File: src/uer_pkg.sv
`timescale 1ns / 1ps
// ----------------------------------------------------------------------------
// Ultrasonic echo ranger package
// Shared widths, phase and register codes, reset values and the structs
// that pass between the blocks of the ranger.
// ----------------------------------------------------------------------------
package uer_pkg;

    // Field widths of the channels and registers.
    localparam int TRIG_W      = 8;
    localparam int TIMEOUT_W   = 24;
    localparam int SCALE_W     = 16;
    localparam int DIST_W      = 16;
    localparam int CFG_DATA_W  = 24;
    localparam int CFG_INDEX_W = 2;

    // Measurement phases.
    localparam logic [1:0] PH_IDLE = 2'd0;
    localparam logic [1:0] PH_TRIG = 2'd1;
    localparam logic [1:0] PH_WAIT = 2'd2;
    localparam logic [1:0] PH_MEAS = 2'd3;

    // Register indexes on the configuration channel.
    localparam logic [CFG_INDEX_W-1:0] REG_TRIGGER_TICKS   = 2'd0;
    localparam logic [CFG_INDEX_W-1:0] REG_TIMEOUT_TICKS   = 2'd1;
    localparam logic [CFG_INDEX_W-1:0] REG_CM_PER_TICK_Q16 = 2'd2;
    localparam logic [CFG_INDEX_W-1:0] REG_MAX_DISTANCE_CM = 2'd3;

    // Register reset values.
    localparam logic [TRIG_W-1:0]    RST_TRIGGER_TICKS   = 8'd4;
    localparam logic [TIMEOUT_W-1:0] RST_TIMEOUT_TICKS   = 24'd5888;
    localparam logic [SCALE_W-1:0]   RST_CM_PER_TICK_Q16 = 16'd4496;
    localparam logic [DIST_W-1:0]    RST_MAX_DISTANCE_CM = 16'd400;

    // Configuration register set.
    typedef struct packed {
        logic [TRIG_W-1:0]    trigger_ticks;
        logic [TIMEOUT_W-1:0] timeout_ticks;
        logic [SCALE_W-1:0]   cm_per_tick_q16;
        logic [DIST_W-1:0]    max_distance_cm;
    } cfg_t;

    // Outcome of one tick, handed from the controller to the result stage.
    typedef struct packed {
        logic [1:0] phase;
        logic       meas_done;
        logic       tmo_done;
    } step_t;

endpackage

File: src/uer_if.sv
`timescale 1ns / 1ps
// ----------------------------------------------------------------------------
// Ultrasonic echo ranger channel interfaces
// Valid/ready channels for timer ticks, results and register writes.
// ----------------------------------------------------------------------------

// One beat per prescaled timer tick.
interface uer_in_if;
    import uer_pkg::*;

    logic valid;
    logic ready;
    logic start_req;
    logic echo;

    modport source (output valid, output start_req, output echo, input ready);
    modport sink (input valid, input start_req, input echo, output ready);
endinterface

// One result beat per tick.
interface uer_out_if;
    import uer_pkg::*;

    logic              valid;
    logic              ready;
    logic              trig_out;
    logic              busy_res;
    logic              done_res;
    logic              timed_out;
    logic [DIST_W-1:0] distance_cm;

    modport source (
        output valid, output trig_out, output busy_res, output done_res,
        output timed_out, output distance_cm, input ready
    );
    modport sink (
        input valid, input trig_out, input busy_res, input done_res,
        input timed_out, input distance_cm, output ready
    );
endinterface

// Register write channel.
interface uer_cfg_if;
    import uer_pkg::*;

    logic                   valid;
    logic                   ready;
    logic [CFG_INDEX_W-1:0] index;
    logic [CFG_DATA_W-1:0]  data;

    modport source (output valid, output index, output data, input ready);
    modport sink (input valid, input index, input data, output ready);
endinterface

File: src/uer_cfg_regs.sv
`timescale 1ns / 1ps
// ----------------------------------------------------------------------------
// Ultrasonic echo ranger configuration registers
// Takes register write beats and holds the four settings.
// ----------------------------------------------------------------------------
module uer_cfg_regs (
    input  logic          clk,
    input  logic          rst_n,
    uer_cfg_if.sink       cfg,
    output uer_pkg::cfg_t cfg_q
);
    import uer_pkg::*;

    cfg_t cfg_reg;
    cfg_t cfg_next;

    // Writes are always taken.
    assign cfg.ready = 1'b1;
    assign cfg_q     = cfg_reg;

    // Decode the register index and mask the data to the register width.
    always_comb
    begin
        cfg_next = cfg_reg;
        if (cfg.valid)
        begin
            unique case (cfg.index)
                REG_TRIGGER_TICKS:   cfg_next.trigger_ticks   = cfg.data[TRIG_W-1:0];
                REG_TIMEOUT_TICKS:   cfg_next.timeout_ticks   = cfg.data[TIMEOUT_W-1:0];
                REG_CM_PER_TICK_Q16: cfg_next.cm_per_tick_q16 = cfg.data[SCALE_W-1:0];
                REG_MAX_DISTANCE_CM: cfg_next.max_distance_cm = cfg.data[DIST_W-1:0];
                default:             cfg_next = cfg_reg;
            endcase
        end
    end

    always_ff @(posedge clk or negedge rst_n)
    begin
        if (!rst_n)
        begin
            cfg_reg.trigger_ticks   <= RST_TRIGGER_TICKS;
            cfg_reg.timeout_ticks   <= RST_TIMEOUT_TICKS;
            cfg_reg.cm_per_tick_q16 <= RST_CM_PER_TICK_Q16;
            cfg_reg.max_distance_cm <= RST_MAX_DISTANCE_CM;
        end
        else
        begin
            cfg_reg <= cfg_next;
        end
    end

endmodule

File: src/uer_ctrl.sv
`timescale 1ns / 1ps
// ----------------------------------------------------------------------------
// Ultrasonic echo ranger controller
// Registers each tick, steps the trigger/wait/measure sequencer and
// registers the tick count times the scale for the result stage.
// ----------------------------------------------------------------------------
module uer_ctrl #(
    parameter int COUNT_WIDTH = 24
) (
    input  logic                                   clk,
    input  logic                                   rst_n,
    uer_in_if.sink                                 tick,
    input  uer_pkg::cfg_t                          cfg_q,
    input  logic                                   out_can_take,
    output logic                                   s2_valid,
    output uer_pkg::step_t                         s2_step,
    output logic [COUNT_WIDTH+uer_pkg::SCALE_W-1:0] s2_product
);
    import uer_pkg::*;

    localparam int CMP_W  = (COUNT_WIDTH > TIMEOUT_W) ? COUNT_WIDTH : TIMEOUT_W;
    localparam int PROD_W = COUNT_WIDTH + SCALE_W;
    localparam logic [COUNT_WIDTH-1:0] CNT_MAX = {COUNT_WIDTH{1'b1}};

    // Input register.
    logic s1_valid_reg;
    logic s1_start_reg;
    logic s1_echo_reg;

    // Sequencer state.
    logic [1:0]             phase_reg;
    logic [1:0]             phase_next;
    logic [COUNT_WIDTH-1:0] count_reg;
    logic [COUNT_WIDTH-1:0] count_next;
    logic                   prev_echo_reg;

    // Stage two register.
    logic              s2_valid_reg;
    step_t             s2_step_reg;
    step_t             step_next;
    logic [PROD_W-1:0] product_reg;

    logic                   s2_free;
    logic                   s1_move;
    logic [COUNT_WIDTH-1:0] cnt_inc;
    logic                   expired;
    logic                   rising;
    logic                   falling;

    // Handshake between the stages.
    assign s2_free    = !s2_valid_reg || out_can_take;
    assign s1_move    = s1_valid_reg && s2_free;
    assign tick.ready = !s1_valid_reg || s2_free;

    assign s2_valid   = s2_valid_reg;
    assign s2_step    = s2_step_reg;
    assign s2_product = product_reg;

    // Saturating increment, timeout test and edge detection.
    assign cnt_inc = (count_reg == CNT_MAX) ? CNT_MAX : count_reg + COUNT_WIDTH'(1);
    assign expired = (CMP_W'(cnt_inc) > CMP_W'(cfg_q.timeout_ticks)) || (cnt_inc == CNT_MAX);
    assign rising  = s1_echo_reg && !prev_echo_reg;
    assign falling = !s1_echo_reg && prev_echo_reg;

    // Sequencer next state.
    always_comb
    begin
        phase_next          = phase_reg;
        count_next          = count_reg;
        step_next.meas_done = 1'b0;
        step_next.tmo_done  = 1'b0;
        unique case (phase_reg)
            PH_IDLE:
            begin
                if (s1_start_reg)
                begin
                    phase_next = PH_TRIG;
                    count_next = COUNT_WIDTH'(1);
                end
            end
            PH_TRIG:
            begin
                if (count_reg >= COUNT_WIDTH'(cfg_q.trigger_ticks))
                begin
                    phase_next = PH_WAIT;
                    count_next = '0;
                end
                else
                begin
                    count_next = cnt_inc;
                end
            end
            PH_WAIT:
            begin
                if (rising)
                begin
                    phase_next = PH_MEAS;
                    count_next = '0;
                end
                else if (expired)
                begin
                    phase_next         = PH_IDLE;
                    count_next         = '0;
                    step_next.tmo_done = 1'b1;
                end
                else
                begin
                    count_next = cnt_inc;
                end
            end
            PH_MEAS:
            begin
                if (falling)
                begin
                    phase_next          = PH_IDLE;
                    count_next          = '0;
                    step_next.meas_done = 1'b1;
                end
                else if (expired)
                begin
                    phase_next         = PH_IDLE;
                    count_next         = '0;
                    step_next.tmo_done = 1'b1;
                end
                else
                begin
                    count_next = cnt_inc;
                end
            end
            default:
            begin
                phase_next = PH_IDLE;
                count_next = '0;
            end
        endcase
        step_next.phase = phase_next;
    end

    // Input register.
    always_ff @(posedge clk or negedge rst_n)
    begin
        if (!rst_n)
        begin
            s1_valid_reg <= 1'b0;
        end
        else if (tick.ready)
        begin
            s1_valid_reg <= tick.valid;
        end
    end

    always_ff @(posedge clk)
    begin
        if (tick.valid && tick.ready)
        begin
            s1_start_reg <= tick.start_req;
            s1_echo_reg  <= tick.echo;
        end
    end

    // Sequencer state advances once per tick.
    always_ff @(posedge clk or negedge rst_n)
    begin
        if (!rst_n)
        begin
            phase_reg     <= PH_IDLE;
            count_reg     <= '0;
            prev_echo_reg <= 1'b0;
        end
        else if (s1_move)
        begin
            phase_reg     <= phase_next;
            count_reg     <= count_next;
            prev_echo_reg <= s1_echo_reg;
        end
    end

    // Stage two: tick outcome and scaled count.
    always_ff @(posedge clk or negedge rst_n)
    begin
        if (!rst_n)
        begin
            s2_valid_reg <= 1'b0;
        end
        else if (s2_free)
        begin
            s2_valid_reg <= s1_valid_reg;
        end
    end

    always_ff @(posedge clk)
    begin
        if (s1_move)
        begin
            s2_step_reg <= step_next;
            product_reg <= PROD_W'(cnt_inc) * PROD_W'(cfg_q.cm_per_tick_q16);
        end
    end

endmodule

File: src/uer_result.sv
`timescale 1ns / 1ps
// ----------------------------------------------------------------------------
// Ultrasonic echo ranger result stage
// Drops the fraction, clamps the distance, keeps the held distance and
// timeout flag, and drives the result register.
// ----------------------------------------------------------------------------
module uer_result #(
    parameter int COUNT_WIDTH = 24
) (
    input  logic                                    clk,
    input  logic                                    rst_n,
    input  uer_pkg::cfg_t                           cfg_q,
    input  logic                                    s2_valid,
    input  uer_pkg::step_t                          s2_step,
    input  logic [COUNT_WIDTH+uer_pkg::SCALE_W-1:0] s2_product,
    output logic                                    out_can_take,
    uer_out_if.source                               result
);
    import uer_pkg::*;

    logic              valid_reg;
    logic              trig_reg;
    logic              busy_reg;
    logic              done_reg;
    logic              tmo_flag_reg;
    logic              tmo_flag_next;
    logic [DIST_W-1:0] dist_reg;
    logic [DIST_W-1:0] dist_next;
    logic              s2_move;

    logic [COUNT_WIDTH-1:0] scaled;

    assign out_can_take = !valid_reg || result.ready;
    assign s2_move      = s2_valid && out_can_take;

    // Integer centimetres, clamped to the configured maximum.
    assign scaled = s2_product[COUNT_WIDTH+SCALE_W-1:SCALE_W];

    always_comb
    begin
        dist_next     = dist_reg;
        tmo_flag_next = tmo_flag_reg;
        if (s2_step.tmo_done)
        begin
            dist_next     = cfg_q.max_distance_cm;
            tmo_flag_next = 1'b1;
        end
        else if (s2_step.meas_done)
        begin
            tmo_flag_next = 1'b0;
            if (scaled > COUNT_WIDTH'(cfg_q.max_distance_cm))
            begin
                dist_next = cfg_q.max_distance_cm;
            end
            else
            begin
                dist_next = scaled[DIST_W-1:0];
            end
        end
    end

    // Result register; distance and flag are held between measurements.
    always_ff @(posedge clk or negedge rst_n)
    begin
        if (!rst_n)
        begin
            valid_reg    <= 1'b0;
            trig_reg     <= 1'b0;
            busy_reg     <= 1'b0;
            done_reg     <= 1'b0;
            tmo_flag_reg <= 1'b0;
            dist_reg     <= '0;
        end
        else
        begin
            if (out_can_take)
            begin
                valid_reg <= s2_valid;
            end
            if (s2_move)
            begin
                trig_reg     <= (s2_step.phase == PH_TRIG);
                busy_reg     <= (s2_step.phase != PH_IDLE);
                done_reg     <= s2_step.meas_done || s2_step.tmo_done;
                tmo_flag_reg <= tmo_flag_next;
                dist_reg     <= dist_next;
            end
        end
    end

    assign result.valid       = valid_reg;
    assign result.trig_out    = trig_reg;
    assign result.busy_res    = busy_reg;
    assign result.done_res    = done_reg;
    assign result.timed_out   = tmo_flag_reg;
    assign result.distance_cm = dist_reg;

endmodule

File: src/ultrasonic_echo_ranger.sv
`timescale 1ns / 1ps
// ----------------------------------------------------------------------------
// Ultrasonic echo ranger
// Echo-pulse rangefinder driven one prescaled timer tick at a time.
// ----------------------------------------------------------------------------
// Usage:
//   tick   - one beat per timer tick with start_req and the sampled echo level.
//   result - one beat per tick: trigger drive, busy, done, timeout flag and
//            the held distance in centimetres.
//   cfg    - register writes (index, data); always ready. Write only while
//            the ranger is idle and no tick beat is still in flight.
// Throughput: one tick beat per cycle while result.ready is high. The
//   sequencer steps phase and count from the input register, so each tick
//   sees the previous one.
// Pipeline: input, count-times-scale multiplier and result registers.
// Stalls: the stages hold while result.ready is low; tick.ready drops only
//   once all three stages are full.
// Reset: rst_n clears the pipeline, returns to idle with a zero count and
//   zero distance, and loads the default register values.
// ----------------------------------------------------------------------------
module ultrasonic_echo_ranger #(
    parameter int COUNT_WIDTH = 24
) (
    input  logic      clk,
    input  logic      rst_n,
    uer_in_if.sink    tick,
    uer_out_if.source result,
    uer_cfg_if.sink   cfg
);
    import uer_pkg::*;

    cfg_t                            cfg_q;
    logic                            out_can_take;
    logic                            s2_valid;
    step_t                           s2_step;
    logic [COUNT_WIDTH+SCALE_W-1:0]  s2_product;

    // Configuration registers.
    uer_cfg_regs u_cfg_regs (
        .clk   (clk),
        .rst_n (rst_n),
        .cfg   (cfg),
        .cfg_q (cfg_q)
    );

    // Tick sequencer and multiplier stage.
    uer_ctrl #(
        .COUNT_WIDTH (COUNT_WIDTH)
    ) u_ctrl (
        .clk          (clk),
        .rst_n        (rst_n),
        .tick         (tick),
        .cfg_q        (cfg_q),
        .out_can_take (out_can_take),
        .s2_valid     (s2_valid),
        .s2_step      (s2_step),
        .s2_product   (s2_product)
    );

    // Clamp and result register.
    uer_result #(
        .COUNT_WIDTH (COUNT_WIDTH)
    ) u_result (
        .clk          (clk),
        .rst_n        (rst_n),
        .cfg_q        (cfg_q),
        .s2_valid     (s2_valid),
        .s2_step      (s2_step),
        .s2_product   (s2_product),
        .out_can_take (out_can_take),
        .result       (result)
    );

endmodule
File: src/flat_wrapper.sv
// flat-port wrapper written by rule: the top's interface ports become plain ports
module ultrasonic_echo_ranger_flat import uer_pkg::*;
#(
    parameter int COUNT_WIDTH = 24
)
  (clk, rst_n, tick_valid, tick_start_req, tick_echo, tick_ready, result_valid, result_trig_out, result_busy_res, result_done_res, result_timed_out, result_distance_cm, result_ready, cfg_valid, cfg_index, cfg_data, cfg_ready);
  uer_in_if tick_i ();
  uer_out_if result_i ();
  uer_cfg_if cfg_i ();
  input  logic clk;
  input  logic rst_n;
  input wire logic [$bits(tick_i.valid)-1:0] tick_valid;
  input wire logic [$bits(tick_i.start_req)-1:0] tick_start_req;
  input wire logic [$bits(tick_i.echo)-1:0] tick_echo;
  output wire logic [$bits(tick_i.ready)-1:0] tick_ready;
  output wire logic [$bits(result_i.valid)-1:0] result_valid;
  output wire logic [$bits(result_i.trig_out)-1:0] result_trig_out;
  output wire logic [$bits(result_i.busy_res)-1:0] result_busy_res;
  output wire logic [$bits(result_i.done_res)-1:0] result_done_res;
  output wire logic [$bits(result_i.timed_out)-1:0] result_timed_out;
  output wire logic [$bits(result_i.distance_cm)-1:0] result_distance_cm;
  input wire logic [$bits(result_i.ready)-1:0] result_ready;
  input wire logic [$bits(cfg_i.valid)-1:0] cfg_valid;
  input wire logic [$bits(cfg_i.index)-1:0] cfg_index;
  input wire logic [$bits(cfg_i.data)-1:0] cfg_data;
  output wire logic [$bits(cfg_i.ready)-1:0] cfg_ready;
  assign tick_i.valid = tick_valid;
  assign tick_i.start_req = tick_start_req;
  assign tick_i.echo = tick_echo;
  assign tick_ready = tick_i.ready;
  assign result_valid = result_i.valid;
  assign result_trig_out = result_i.trig_out;
  assign result_busy_res = result_i.busy_res;
  assign result_done_res = result_i.done_res;
  assign result_timed_out = result_i.timed_out;
  assign result_distance_cm = result_i.distance_cm;
  assign result_i.ready = result_ready;
  assign cfg_i.valid = cfg_valid;
  assign cfg_i.index = cfg_index;
  assign cfg_i.data = cfg_data;
  assign cfg_ready = cfg_i.ready;
  ultrasonic_echo_ranger #(.COUNT_WIDTH(COUNT_WIDTH)) u_core (.clk(clk), .rst_n(rst_n), .tick(tick_i), .result(result_i), .cfg(cfg_i));
endmodule
File: config.mk
export PLATFORM = sky130hd
export DESIGN_NAME = ultrasonic_echo_ranger_flat
export DESIGN_NICKNAME = d
export VERILOG_FILES = /design/src/uer_pkg.sv /design/src/uer_if.sv /design/src/uer_cfg_regs.sv /design/src/uer_ctrl.sv /design/src/uer_result.sv /design/src/ultrasonic_echo_ranger.sv /design/src/flat_wrapper.sv
export SDC_FILE = /design/constraint.sdc
export NUM_CORES = 1
export LEC_CHECK = 0
export ABC_CLOCK_PERIOD_IN_PS = 10780
export BUFFER_PORTS_ARGS = -buffer_cell sky130_fd_sc_hd__clkbuf_2
export CAP_MARGIN = 15
export CORE_MARGIN = 1.5
export CORE_UTILIZATION = 40
export CTS_BUF_LIST = sky130_fd_sc_hd__clkbuf_16
export CTS_CLUSTER_SIZE = 8
export DETAILED_ROUTE_END_ITERATION = 16
export PLACE_DENSITY_LB_ADDON = 0.05
export SYNTH_ARGS = -nofsm -noshare
export SYNTH_HDL_FRONTEND = slang
export SYNTH_SLANG_ARGS = --single-unit
export TNS_END_PERCENT = 30
File: constraint.sdc
create_clock -name clk -period 10.78 [get_ports clk]
set_input_delay 0.539 -clock clk [delete_from_list [all_inputs] [get_ports clk]]
set_output_delay 0.539 -clock clk [all_outputs]
set_load 0.05 [all_outputs]
==> results of run 1 <==
==> layout by cell type (no fill, tap or decap), types with 21 or more instances in the layout <==
master	netlist	routed
a21oi_1	45	43
and2_1	167	167
buf_4	1	30
clkbuf_2	1	53
dfrtp_1	102	102
edfxtp_1	30	30
fa_1	305	305
ha_1	158	158
inv_1	425	428
mux2_2	60	60
nand2_1	321	321
nand4_1	21	21
nor2_1	34	34
o21ai_0	42	42
o21ai_2	20	21
xnor2_1	23	23
==> worst max-delay path: cells and delay by family (launching register included) <==
kind                       cells  cell delay (ns)
muxes                          1             0.23
DFF                            1             0.41
and+or+nand+nor                8             2.81
adders and majority gates      8             3.59
buffers and inverters          5             0.25
AOI/OAI and AO/OA              6             1.48
==> power by group through the flow <==
stage	clock network [W]	registers [W]	logic, W
finish	0.000537	0.000786	0.00150
CTS	0.000550	0.000786	0.00153
floorplan	0	0.000815	0.000998
global route	0.000574	0.000799	0.00172
detailed placement	0	0.000795	0.00152
global placement	0	0.000793	0.00152
==> metrics by stage <==
stage                     power [W]    util
after global routing       0.003096  0.4362
after detailed placement   0.002317  0.4248
after CTS                  0.002871  0.4359
final                      0.002828  0.4362
after floorplan            0.001813       -
after global placement     0.002312  0.4248
==> metal layers <==
layer / share of wire / GRT usage / wire length, µm / vias up
met5: 0 / 0 / 0 / -
met4: 0.015 / 0.04564 / 839 / 0
met3: 0.042 / 0.03279 / 2302 / 49
met2: 0.48 / 0.3831 / 26240 / 282
met1: 0.46 / 0.3263 / 25150 / 7091
li1: - / - / - / 6408
==> worst max path at each step <==
stage | to | slack, ns | cells after the start | start
global route | u_core.u_ctrl.s2_product[39] | 1.20 | 28 | u_core.u_ctrl.count_reg[1]
finish | u_core.u_ctrl.s2_product[34] | 1.73 | 28 | u_core.u_ctrl.count_reg[1]
detailed placement | u_core.u_ctrl.s2_product[39] | 1.74 | 28 | u_core.u_ctrl.count_reg[1]
floorplan | u_core.u_ctrl.s2_product[34] | 3.01 | 29 | u_core.u_ctrl.count_reg[0]
CTS | u_core.u_ctrl.s2_product[39] | 1.72 | 28 | u_core.u_ctrl.count_reg[1]
global placement | u_core.u_ctrl.s2_product[39] | 1.87 | 28 | u_core.u_ctrl.count_reg[0]
==> cell type report <==
| class | instances | area, µm² | share of cell area |
|---|---|---|---|
| well taps | 615 | 769.5 | 0.03695 |
| multi-input cells | 1407 | 13660 | 0.6559 |
| clock buffers | 18 | 450.4 | 0.02163 |
| repair buffers | 84 | 505.5 | 0.02427 |
| inverters | 425 | 1595 | 0.07660 |
| clock inverters | 14 | 77.57 | 0.003725 |
| flip-flops and latches | 144 | 3769 | 0.1810 |
==> synthesized netlist by cell type, types with 5 or more instances <==
cell type and count:
edfxtp_1 30, o21ai_0 42, mux2_2 60, and3_1 6, nor2b_1 8, xnor2_1 23
nor4_1 10, nand2b_1 13, buf_2 5, a31oi_1 5, nand4_1 21, mux2i_1 17
o211ai_1 5, buf_1 5, nor2_1 34, xor2_1 14, inv_1 425, a211o_1 5
nand2_1 321, ha_1 158, and2_1 167, a21o_1 19, o21a_1 9, nor3_1 14
fa_1 305, clkbuf_1 69, dfstp_2 12, nand3_1 16, o21ai_2 20, dfrtp_1 102
and4_1 10, a21oi_1 45
==> cell families after synthesis <==
logic type | after synthesis
fa+ha+maj | 463
simple gates | 639
buf+inv | 508
compound gates | 190
mux | 77
xor+xnor | 37
flops | 144
other cells | 1
==> flow_metrics.env, run 1 <==
export IMPL_cts_root_buf="clkbuf_16"
export IMPL_reg2reg_slack_ns=1.73
export IMPL_clkSinkCount=144
export IMPL_synth_edf_count=30
export IMPL_synth_area_um2=19340
export IMPL_crit_path_end_kind="flip-flop"
export IMPL_antenna_cells=0
export IMPL_fp_dieH_um=222.9
export IMPL_numCtsBuffers=17
export IMPL_cp_required_ns=10.95
export IMPL_cts_path_max_buffers=2
export IMPL_ctsHoldBuffers=0
export IMPL_ios=56
export IMPL_routedWlPerCell_um=20.14
export IMPL_track_usage=0.2320
export IMPL_synth_compound_area_frac=0.06566
export IMPL_detail_route_antenna_nets=0
export IMPL_r2r_start="u_core.u_ctrl.count_reg[1]"
export IMPL_synth_yosys_seq_area_share=0.1948
export IMPL_synth_xor_xnor_area_share=0.01675
export IMPL_synth_top_family_by_area="adder cells"
export IMPL_r2r_cells=28
export IMPL_status="finished clean"
export IMPL_initial_utilization=0.4051
export IMPL_route_detailed_drc=0
export IMPL_fin_crit_ns=9.047
export IMPL_synth_mux_area_frac=0.04373
export IMPL_finClkSkew_ns=0.007618
export IMPL_area_growth_pct=7.672
export IMPL_postCtsSetupBuffers=0
export IMPL_portBuffers=54
export IMPL_tns_ns=0
export IMPL_worstPathArrival_ns=9.21
export IMPL_crit_path_max_incr_delay_ns=0.87
export IMPL_p_clk_frac=0.190
export IMPL_setup_viol=0
export IMPL_hold_slack_ns=0.1979
export IMPL_path_clk_slew_ns=0.06
export IMPL_grt_antenna_before_repair=3
export IMPL_holdCritPathClass="in -> async"
export IMPL_rows=80
export IMPL_cp_start_kind="flip-flop"
export IMPL_globalplace_congestion=0.8479
export IMPL_grt_pass1_wl_mm=86.63
export IMPL_first_pass_iters=5
export IMPL_fin_area_um2=20830
export IMPL_synthAdderAreaFrac=0.4179
export IMPL_finalCritPeriodShare=0.8393
export IMPL_swShare=0.4602
export IMPL_htree_levels=4
export IMPL_peakVddDrop_mv=0.1039
export IMPL_finalWirelength_mm=54.53
export IMPL_cp_common_cell="fa_1"
export IMPL_p_leak_nw=10.05
export IMPL_largest_register_ffs=64
export IMPL_r2r_end="u_core.u_ctrl.s2_product[34]"
export IMPL_crit_type="reg -> reg"
export IMPL_cts_resized=0
export IMPL_clkLatencyLatePin_ns=0.43
export IMPL_synth_area_top_cells="fa_1 (32%), dfrtp_1 (13%), ha_1 (10%)"
export IMPL_critPathMaxFanout=18
export IMPL_p_sw_w=0.001302
export IMPL_worst_slew_pin_slew_ns=1.070
export IMPL_n_fill_cell=4698
export IMPL_maxCapViolCount=0
export IMPL_synth_ff_type="dfrtp_1"
export IMPL_via_count=13830
export IMPL_synth_simple_area_share=0.1610
export IMPL_syn_nets=2555
export IMPL_fmax_mhz=110.5
export IMPL_post_synth_cell_area_avg_um2=9.394
export IMPL_maxSlewHeadroom=0.2685
export IMPL_dp_hpwl_mm=41.31
export IMPL_finalHoldViolations=0
export IMPL_pwr_density_cell_nw_per_um2=135.8
export IMPL_synth_top_area_frac=0.3157
export IMPL_drtIter0Drc=795
export IMPL_fp_dieW_um=222.9
export IMPL_nets=2575
export IMPL_pre_cts_slack_ns=1.740
export IMPL_dp_cells=2674
export IMPL_synthCells=2059
export IMPL_combPwrFrac=0.532
export IMPL_post_dp_cell_area_um2=20280
export IMPL_seqPwrFrac=0.278
export IMPL_cp_slowest_cell="nand2b_1"
export IMPL_async_flop_share=0.7917
export IMPL_layout_setup_ws_ns=1.733
export IMPL_rsz0062_at_grt="no"
export IMPL_final_cell_count_no_fill=2707
export IMPL_grt_max_degree=60
export IMPL_grt_pass1_vias=14780
export IMPL_synth_cell_types=65
export IMPL_tritoncts="done"
export IMPL_dieArea_um2=49680
export IMPL_synth_top_cell_by_area="fa_1"
export IMPL_maxSlewViolCount=0
export IMPL_ys_ff_latch=144
export IMPL_yosysWarnings=0
export IMPL_core_um2=47750
export IMPL_grt_ovfl_total=0
export IMPL_drive_gt1_frac=0.1037
export IMPL_p_int_w=0.001526
export IMPL_via_per_inst=5.109
Note: power is estimated with default switching activity, not from simulation.
==> inputs of run 2 (changes only) <==
--- a/config.mk
+++ b/config.mk
@@ -5,7 +5,7 @@
 export SDC_FILE = /design/constraint.sdc
 export NUM_CORES = 1
 export LEC_CHECK = 0
-export ABC_CLOCK_PERIOD_IN_PS = 10780
+export ABC_CLOCK_PERIOD_IN_PS = 7800
 export BUFFER_PORTS_ARGS = -buffer_cell sky130_fd_sc_hd__clkbuf_2
 export CAP_MARGIN = 15
 export CORE_MARGIN = 1.5
==> constraint.sdc (replaced) <==
create_clock -name clk -period 7.8 [get_ports clk]
set_input_delay 0.39 -clock clk [delete_from_list [all_inputs] [get_ports clk]]
set_output_delay 0.39 -clock clk [all_outputs]
set_load 0.05 [all_outputs]
==> run 2 against run 1 <==
Routed wire length is 7.9% higher. Critical endpoint is now u_core.u_ctrl.s2_product[30]. Largest power group unchanged. Clock power increased by 60%. Clock skew up 0.0026 ns. Worst setup slack worse by 1.5 ns. Sequential cell count stayed put. Sequential power up 37%. Critical path depth did not move. Design area rose by 14%. Non-clock buffer count rose by 245. Final cell count is 9.1% higher. First-iteration DRC count up 13%. Via count up 6.7%.
==> flow_metrics.env, run 2 (synthesis results as in run 1) <==
export IMPL_cp_slowest_cell="fa_2"
export IMPL_track_usage=0.2405
export IMPL_post_dp_cell_area_um2=22080
export IMPL_dieArea_um2=49680
export IMPL_peakVddDrop_mv=0.1841
export IMPL_grt_use_met2=0.4223
export IMPL_layout_commonest_cell="inv_1"
export IMPL_fin_area_um2=23670
export IMPL_worst_slew_pin_slew_ns=1.119
export IMPL_final_cell_count_no_fill=2953
export IMPL_final_cell_mix="inv_1 (423), nand2_1 (308), fa_1 (291)"
export IMPL_r2r_end="u_core.u_ctrl.s2_product[30]"
export IMPL_critPathMaxFanout=7
export IMPL_area_growth_pct=22.38
export IMPL_grt_pass1_vias=15490
export IMPL_maxCapViolCount=0
export IMPL_dp_hpwl_mm=47.77
export IMPL_grt_busiest_layer="met2"
export IMPL_rows=80
export IMPL_route_detailed_drc=0
export IMPL_worstPathArrival_ns=7.74
export IMPL_grt_ovfl_total=0
export IMPL_clkLatencyLatePin_ns=0.44
export IMPL_via_count=14760
export IMPL_reg2reg_slack_ns=0.22
export IMPL_globalplace_congestion=0.8672
export IMPL_finalWirelength_mm=58.85
export IMPL_crit_start="u_core.u_ctrl.count_reg[4]"
export IMPL_cp_start_kind="flip-flop"
export IMPL_drtIter0Drc=895
export IMPL_fp_dieW_um=222.9
export IMPL_grt_met1_usage=0.3255
export IMPL_fmax_mhz=132.0
export IMPL_largest_register_ffs=64
export IMPL_via_per_inst=4.997
export IMPL_maxSlewHeadroom=0.2539
export IMPL_pwr_density_cell_nw_per_um2=187.2
export IMPL_nets=2820
export IMPL_pre_cts_slack_ns=-0.4883
export IMPL_ctsHoldBuffers=0
export IMPL_crit_path_max_incr_delay_ns=0.58
export IMPL_holdCritPathClass="in -> async"
export IMPL_initial_utilization=0.4051
export IMPL_cp_common_cell="fa_1"
export IMPL_cp_num_buf_inv=6
export IMPL_dp_cells=2887
export IMPL_routedWlPerCell_um=19.93
export IMPL_ios=56
export IMPL_maxSlewViolCount=0
export IMPL_setup_worst_path_end="u_core.u_ctrl.s2_product[30]"
export IMPL_r2r_start="u_core.u_ctrl.count_reg[4]"
export IMPL_core_um2=47750
export IMPL_cp_top_family="adder cells"
export IMPL_detail_route_antenna_nets=0
export IMPL_numCtsBuffers=17
export IMPL_clkSinkCount=144
export IMPL_status="finished clean"
export IMPL_first_pass_iters=5
export IMPL_finalCritPeriodShare=0.9714
export IMPL_grt_pass1_wl_mm=89.79
export IMPL_finalHoldViolations=0
export IMPL_grt_max_degree=63
export IMPL_portBuffers=54
export IMPL_crit_path_end_kind="flip-flop"
export IMPL_hold_slack_ns=0.01016
export IMPL_cts_path_max_buffers=2
export IMPL_cts_root_buf="clkbuf_16"
export IMPL_grt_antenna_before_repair=4
export IMPL_layout_setup_ws_ns=0.2231
export IMPL_tritoncts="done"
export IMPL_fp_dieH_um=222.9
export IMPL_drive_gt1_frac=0.2349
export IMPL_finClkSkew_ns=0.01018
export IMPL_crit_type="reg -> reg"
export IMPL_critical_path_depth=28
export IMPL_globalRouteMet3Util=0.02555
export IMPL_setup_viol=0
export IMPL_p_leak_nw=11.52
export IMPL_cp_required_ns=7.97
export IMPL_htree_levels=4
export IMPL_fin_crit_ns=7.577
export IMPL_r2r_cells=28
export IMPL_path_clk_slew_ns=0.07
run 2: stage by stage:
| step | power, W | TNS, ns | utilization |
|---|---|---|---|
| after floorplan | 0.002506 | 0 | - |
| after global placement | 0.003430 | -2.927 | 0.4625 |
| after detailed placement | 0.003462 | -3.025 | 0.4625 |
| after CTS | 0.004348 | -0.004505 | 0.4784 |
| after global routing | 0.004807 | -0.09256 | 0.4957 |
| final | 0.004432 | 0 | 0.4958 |
run 2: cell type report:
class,instances,area (µm²)
Fill cell,4503,24080
Multi-Input combinational cell,1407,14220
Sequential cell,144,3769
Timing Repair Buffer,329,2708
Inverter,425,1595
Tap cell,615,769.5
Clock buffer,18,450.4
Clock inverter,14,160.2
Antenna cell,1,2.502
run 2: per-layer routing:
metal / part of all wire / vias to the layer above
li1: - / 6897
met1: 0.45 / 7535
met2: 0.50 / 272
met3: 0.034 / 53
met4: 0.016 / 0
met5: 0 / -
run 2: worst register-to-register path, delay by kind of cell, from the launching register on:
family,cells,cell delay [ns]
AO/OA/AOI/OAI,8,1.38
adder cells (fa/ha/maj),7,3.42
buffers and inverters,6,0.76
flip-flops,1,0.40
multiplexers,1,0.37
AND/OR/NAND/NOR,6,1.02
run 2: where the power goes:
group / switching [W] / internal [W] / total (W)
clock: 0.000339 / 0.000521 / 0.000860
sequential: 0.000154 / 0.000921 / 0.00108
combinational: 0.00144 / 0.00105 / 0.00250
total: 0.00194 / 0.00250 / 0.00443
run 2: worst min path at each step:
stage	start	to	slack (ns)	depth (start not counted)
6_report	rst_n	u_core.u_ctrl.phase_reg[0]	0.01	1
4_1_cts	rst_n	u_core.u_ctrl.phase_reg[0]	0.03	1
3_5_place_dp	u_core.u_result.result.distance_cm[13]	u_core.u_result.result.distance_cm[13]	0.47	2
2_1_floorplan	rst_n	u_core.u_cfg_regs.cfg_q[0]	0.09	0
5_1_grt	rst_n	u_core.u_ctrl.phase_reg[0]	0.06	1
3_3_place_gp	u_core.u_result.result.done_res	u_core.u_result.result.done_res	0.46	2
run 2: repair_timing:
action,in CTS,in global routing
pin swaps,5,73
buffers inserted,4,22
endpoints found under the hold margin,0,0
endpoints found under the setup margin,10,15
cloned,0,6
gates resized for setup,26,98
==> inputs of run 3 (changes only) <==
--- a/config.mk
+++ b/config.mk
@@ -5,6 +5,7 @@
 export SDC_FILE = /design/constraint.sdc
 export NUM_CORES = 1
 export LEC_CHECK = 0
+export ABC_AREA = 1
 export ABC_CLOCK_PERIOD_IN_PS = 7800
 export BUFFER_PORTS_ARGS = -buffer_cell sky130_fd_sc_hd__clkbuf_2
 export CAP_MARGIN = 15
==> run 3 against run 2 <==
Synthesized area grew 4.4%. Synthesized cell count grew 26%. Fmax grew 3.6%. Register-to-register slack gained 0.26 ns. Die area grew 4.3%. First-iteration DRC count grew 27%. Worst setup slack gained 0.26 ns. Clock power shrank 4.3%. Critical path type unchanged. Critical endpoint is now u_core.u_ctrl.s2_product[32].
==> flow_metrics.env, run 3 <==
export IMPL_fp_dieH_um=227.7
export IMPL_yosys_top_cells_count="nand2_1 (686), inv_1 (581), fa_1 (305)"
export IMPL_finalWirelength_mm=68.00
export IMPL_critPathMaxFanout=15
export IMPL_portBuffers=54
export IMPL_first_pass_iters=6
export IMPL_grt_max_degree=71
export IMPL_via_per_inst=5.061
export IMPL_async_flop_share=0.7917
export IMPL_holdCritPathClass="in -> reg"
export IMPL_fin_crit_ns=7.315
export IMPL_initial_utilization=0.4041
export IMPL_post_dp_cell_area_um2=21520
export IMPL_clkSinkCount=144
export IMPL_status="finished clean"
export IMPL_yosysWarnings=0
export IMPL_tns_ns=0
export IMPL_rsz0062_at_grt="no"
export IMPL_worstPathArrival_ns=7.54
export IMPL_layout_commonest_cell="nand2_1"
export IMPL_p_leak_nw=11.66
export IMPL_ys_ff_latch=144
export IMPL_cp_start_kind="flip-flop"
export IMPL_syn_nets=3096
export IMPL_rows=82
export IMPL_area_growth_pct=9.741
export IMPL_clkLatencyLatePin_ns=0.48
export IMPL_grt_antenna_before_repair=0
export IMPL_cp_common_cell="fa_1"
export IMPL_ios=56
export IMPL_antenna_cells=0
export IMPL_cts_path_max_buffers=2
export IMPL_grt_pass1_wl_mm=106.3
export IMPL_crit_path_max_incr_delay_ns=0.54
export IMPL_synth_area_um2=20190
export IMPL_core_um2=49970
export IMPL_tritoncts="done"
export IMPL_reg2reg_slack_ns=0.48
export IMPL_final_cell_mix="nand2_1 (686), inv_1 (581), fa_1 (305)"
export IMPL_numCtsBuffers=17
export IMPL_synth_cell_types=43
export IMPL_route_detailed_drc=0
export IMPL_postCtsSetupBuffers=0
export IMPL_routedWlPerCell_um=20.30
export IMPL_crit_type="reg -> reg"
export IMPL_largest_register_ffs=64
export IMPL_synth_edf_count=30
export IMPL_fmax_mhz=136.7
export IMPL_fin_area_um2=22160
export IMPL_maxSlewViolCount=0
export IMPL_synth_top_cell_by_area="fa_1"
export IMPL_grt_ovfl_total=0
export IMPL_path_clk_slew_ns=0.07
export IMPL_cp_slowest_cell="fa_1"
export IMPL_synthCells=2600
export IMPL_cp_required_ns=8.03
export IMPL_pwr_density_cell_nw_per_um2=164.8
export IMPL_dieArea_um2=51840
export IMPL_n_fill_cell=5201
export IMPL_synth_area_top_cells="fa_1 (30%), nand2_1 (13%), dfrtp_1 (13%)"
export IMPL_final_util=0.4435
export IMPL_maxSlewHeadroom=0.2642
export IMPL_worst_slew_pin_slew_ns=1.104
export IMPL_fp_dieW_um=227.7
export IMPL_htree_levels=4
export IMPL_drtIter0Drc=1136
export IMPL_p_total_w=0.003651
export IMPL_globalplace_congestion=0.9202
export IMPL_grt_pass1_vias=17790
export IMPL_dp_hpwl_mm=54.75
export IMPL_finalHoldViolations=0
export IMPL_drive_gt1_frac=0.07658
export IMPL_crit_path_end_kind="flip-flop"
export IMPL_hold_slack_ns=0.1096
export IMPL_yosysMostFrequentCell="nand2_1"
export IMPL_synth_top_area_frac=0.3024
export IMPL_finalCritPeriodShare=0.9378
export IMPL_setup_viol=0
export IMPL_peakVddDrop_mv=0.1720
export IMPL_detail_route_antenna_nets=0
export IMPL_synth_yosys_seq_area_share=0.1866
export IMPL_post_synth_cell_area_avg_um2=7.766
export IMPL_cts_root_buf="clkbuf_16"
export IMPL_finClkSkew_ns=0.01582
export IMPL_nets=3160
export IMPL_synth_ff_type="dfrtp_1"
export IMPL_maxCapViolCount=0
export IMPL_via_count=16950
export IMPL_track_usage=0.2814
[run 3: area by class of cell]
| cell class | instances | area (µm²) | area share |
|---|---|---|---|
| inverter | 591 | 2218 | 0.1001 |
| sequential | 144 | 3769 | 0.1701 |
| tap | 672 | 840.8 | 0.03794 |
| clock buffer | 17 | 425.4 | 0.01920 |
| clock inverter | 15 | 145.1 | 0.006550 |
| timing repair buffer | 131 | 873.3 | 0.03941 |
| multi-input combinational | 1779 | 13890 | 0.6267 |
[run 3: per-stage QoR]
step           cells  setup WS, ns
3_3_place_gp    3315        0.3220
6_report        3349        0.4849
3_5_place_dp    3315        0.2923
5_1_grt         3349       0.04544
2_1_floorplan   2600         1.194
4_1_cts         3348        0.2773
[run 3: where the power goes]
part	switching [W]	internal, W
clock	0.000401	0.000422
combinational	0.00120	0.000533
sequential	0.000166	0.000932
total	0.00176	0.00189
[run 3: path summary, 6_finish.rpt]
kind,start,cells past startpoint,endpoint
worst max-delay path,u_core.u_ctrl.count_reg[0],27,u_core.u_ctrl.s2_product[32]
worst min-delay path,tick_echo,1,u_core.u_ctrl.s1_echo_reg
worst max register to register,u_core.u_ctrl.count_reg[0],27,u_core.u_ctrl.s2_product[32]
worst min register to register,u_core.u_result.result.distance_cm[1],2,u_core.u_result.result.distance_cm[1]
max in group asynchronous,rst_n,3,u_core.u_cfg_regs.cfg_q[10]
min in group asynchronous,rst_n,2,u_core.u_cfg_regs.cfg_q[61]
[run 3: cell families after synthesis]
logic type,Yosys count,share of synthesized area
and+or+nand+nor,1044,0.2096
adders and majority gates,463,0.4003
AOI/OAI and AO/OA,246,0.06451
DFF,144,0.1866
other,1,0.0001857
xor gates and xnor gates,25,0.01084
buffers and inverters,677,0.1279
[run 3: what timing repair did]
| action | in CTS | in global routing |
|---|---|---|
| hold buffers | 1 | 0 |
| hold endpoints to repair | 44 | 0 |
| endpoints found under the setup margin | 0 | 12 |
| resized for setup | 0 | 8 |
[run 3: routing by layer]
| metal | track usage | share of wire | wire length (µm) |
|---|---|---|---|
| met1 | 0.3643 | 0.43 | 29290 |
| met2 | 0.4788 | 0.49 | 33030 |
| met3 | 0.04911 | 0.055 | 3724 |
| met4 | 0.08823 | 0.029 | 1955 |
| met5 | 0 | 0 | 0 |
[run 3: worst max-delay path: cells and delay by family, from the launching register on]
family | cells | cell delay, ns
adders and majority gates | 8 | 3.62
buffers and inverters | 5 | 0.69
DFF | 1 | 0.45
AOI/OAI and AO/OA | 4 | 0.81
xor gates and xnor gates | 1 | 0.17
and+or+nand+nor | 9 | 1.29
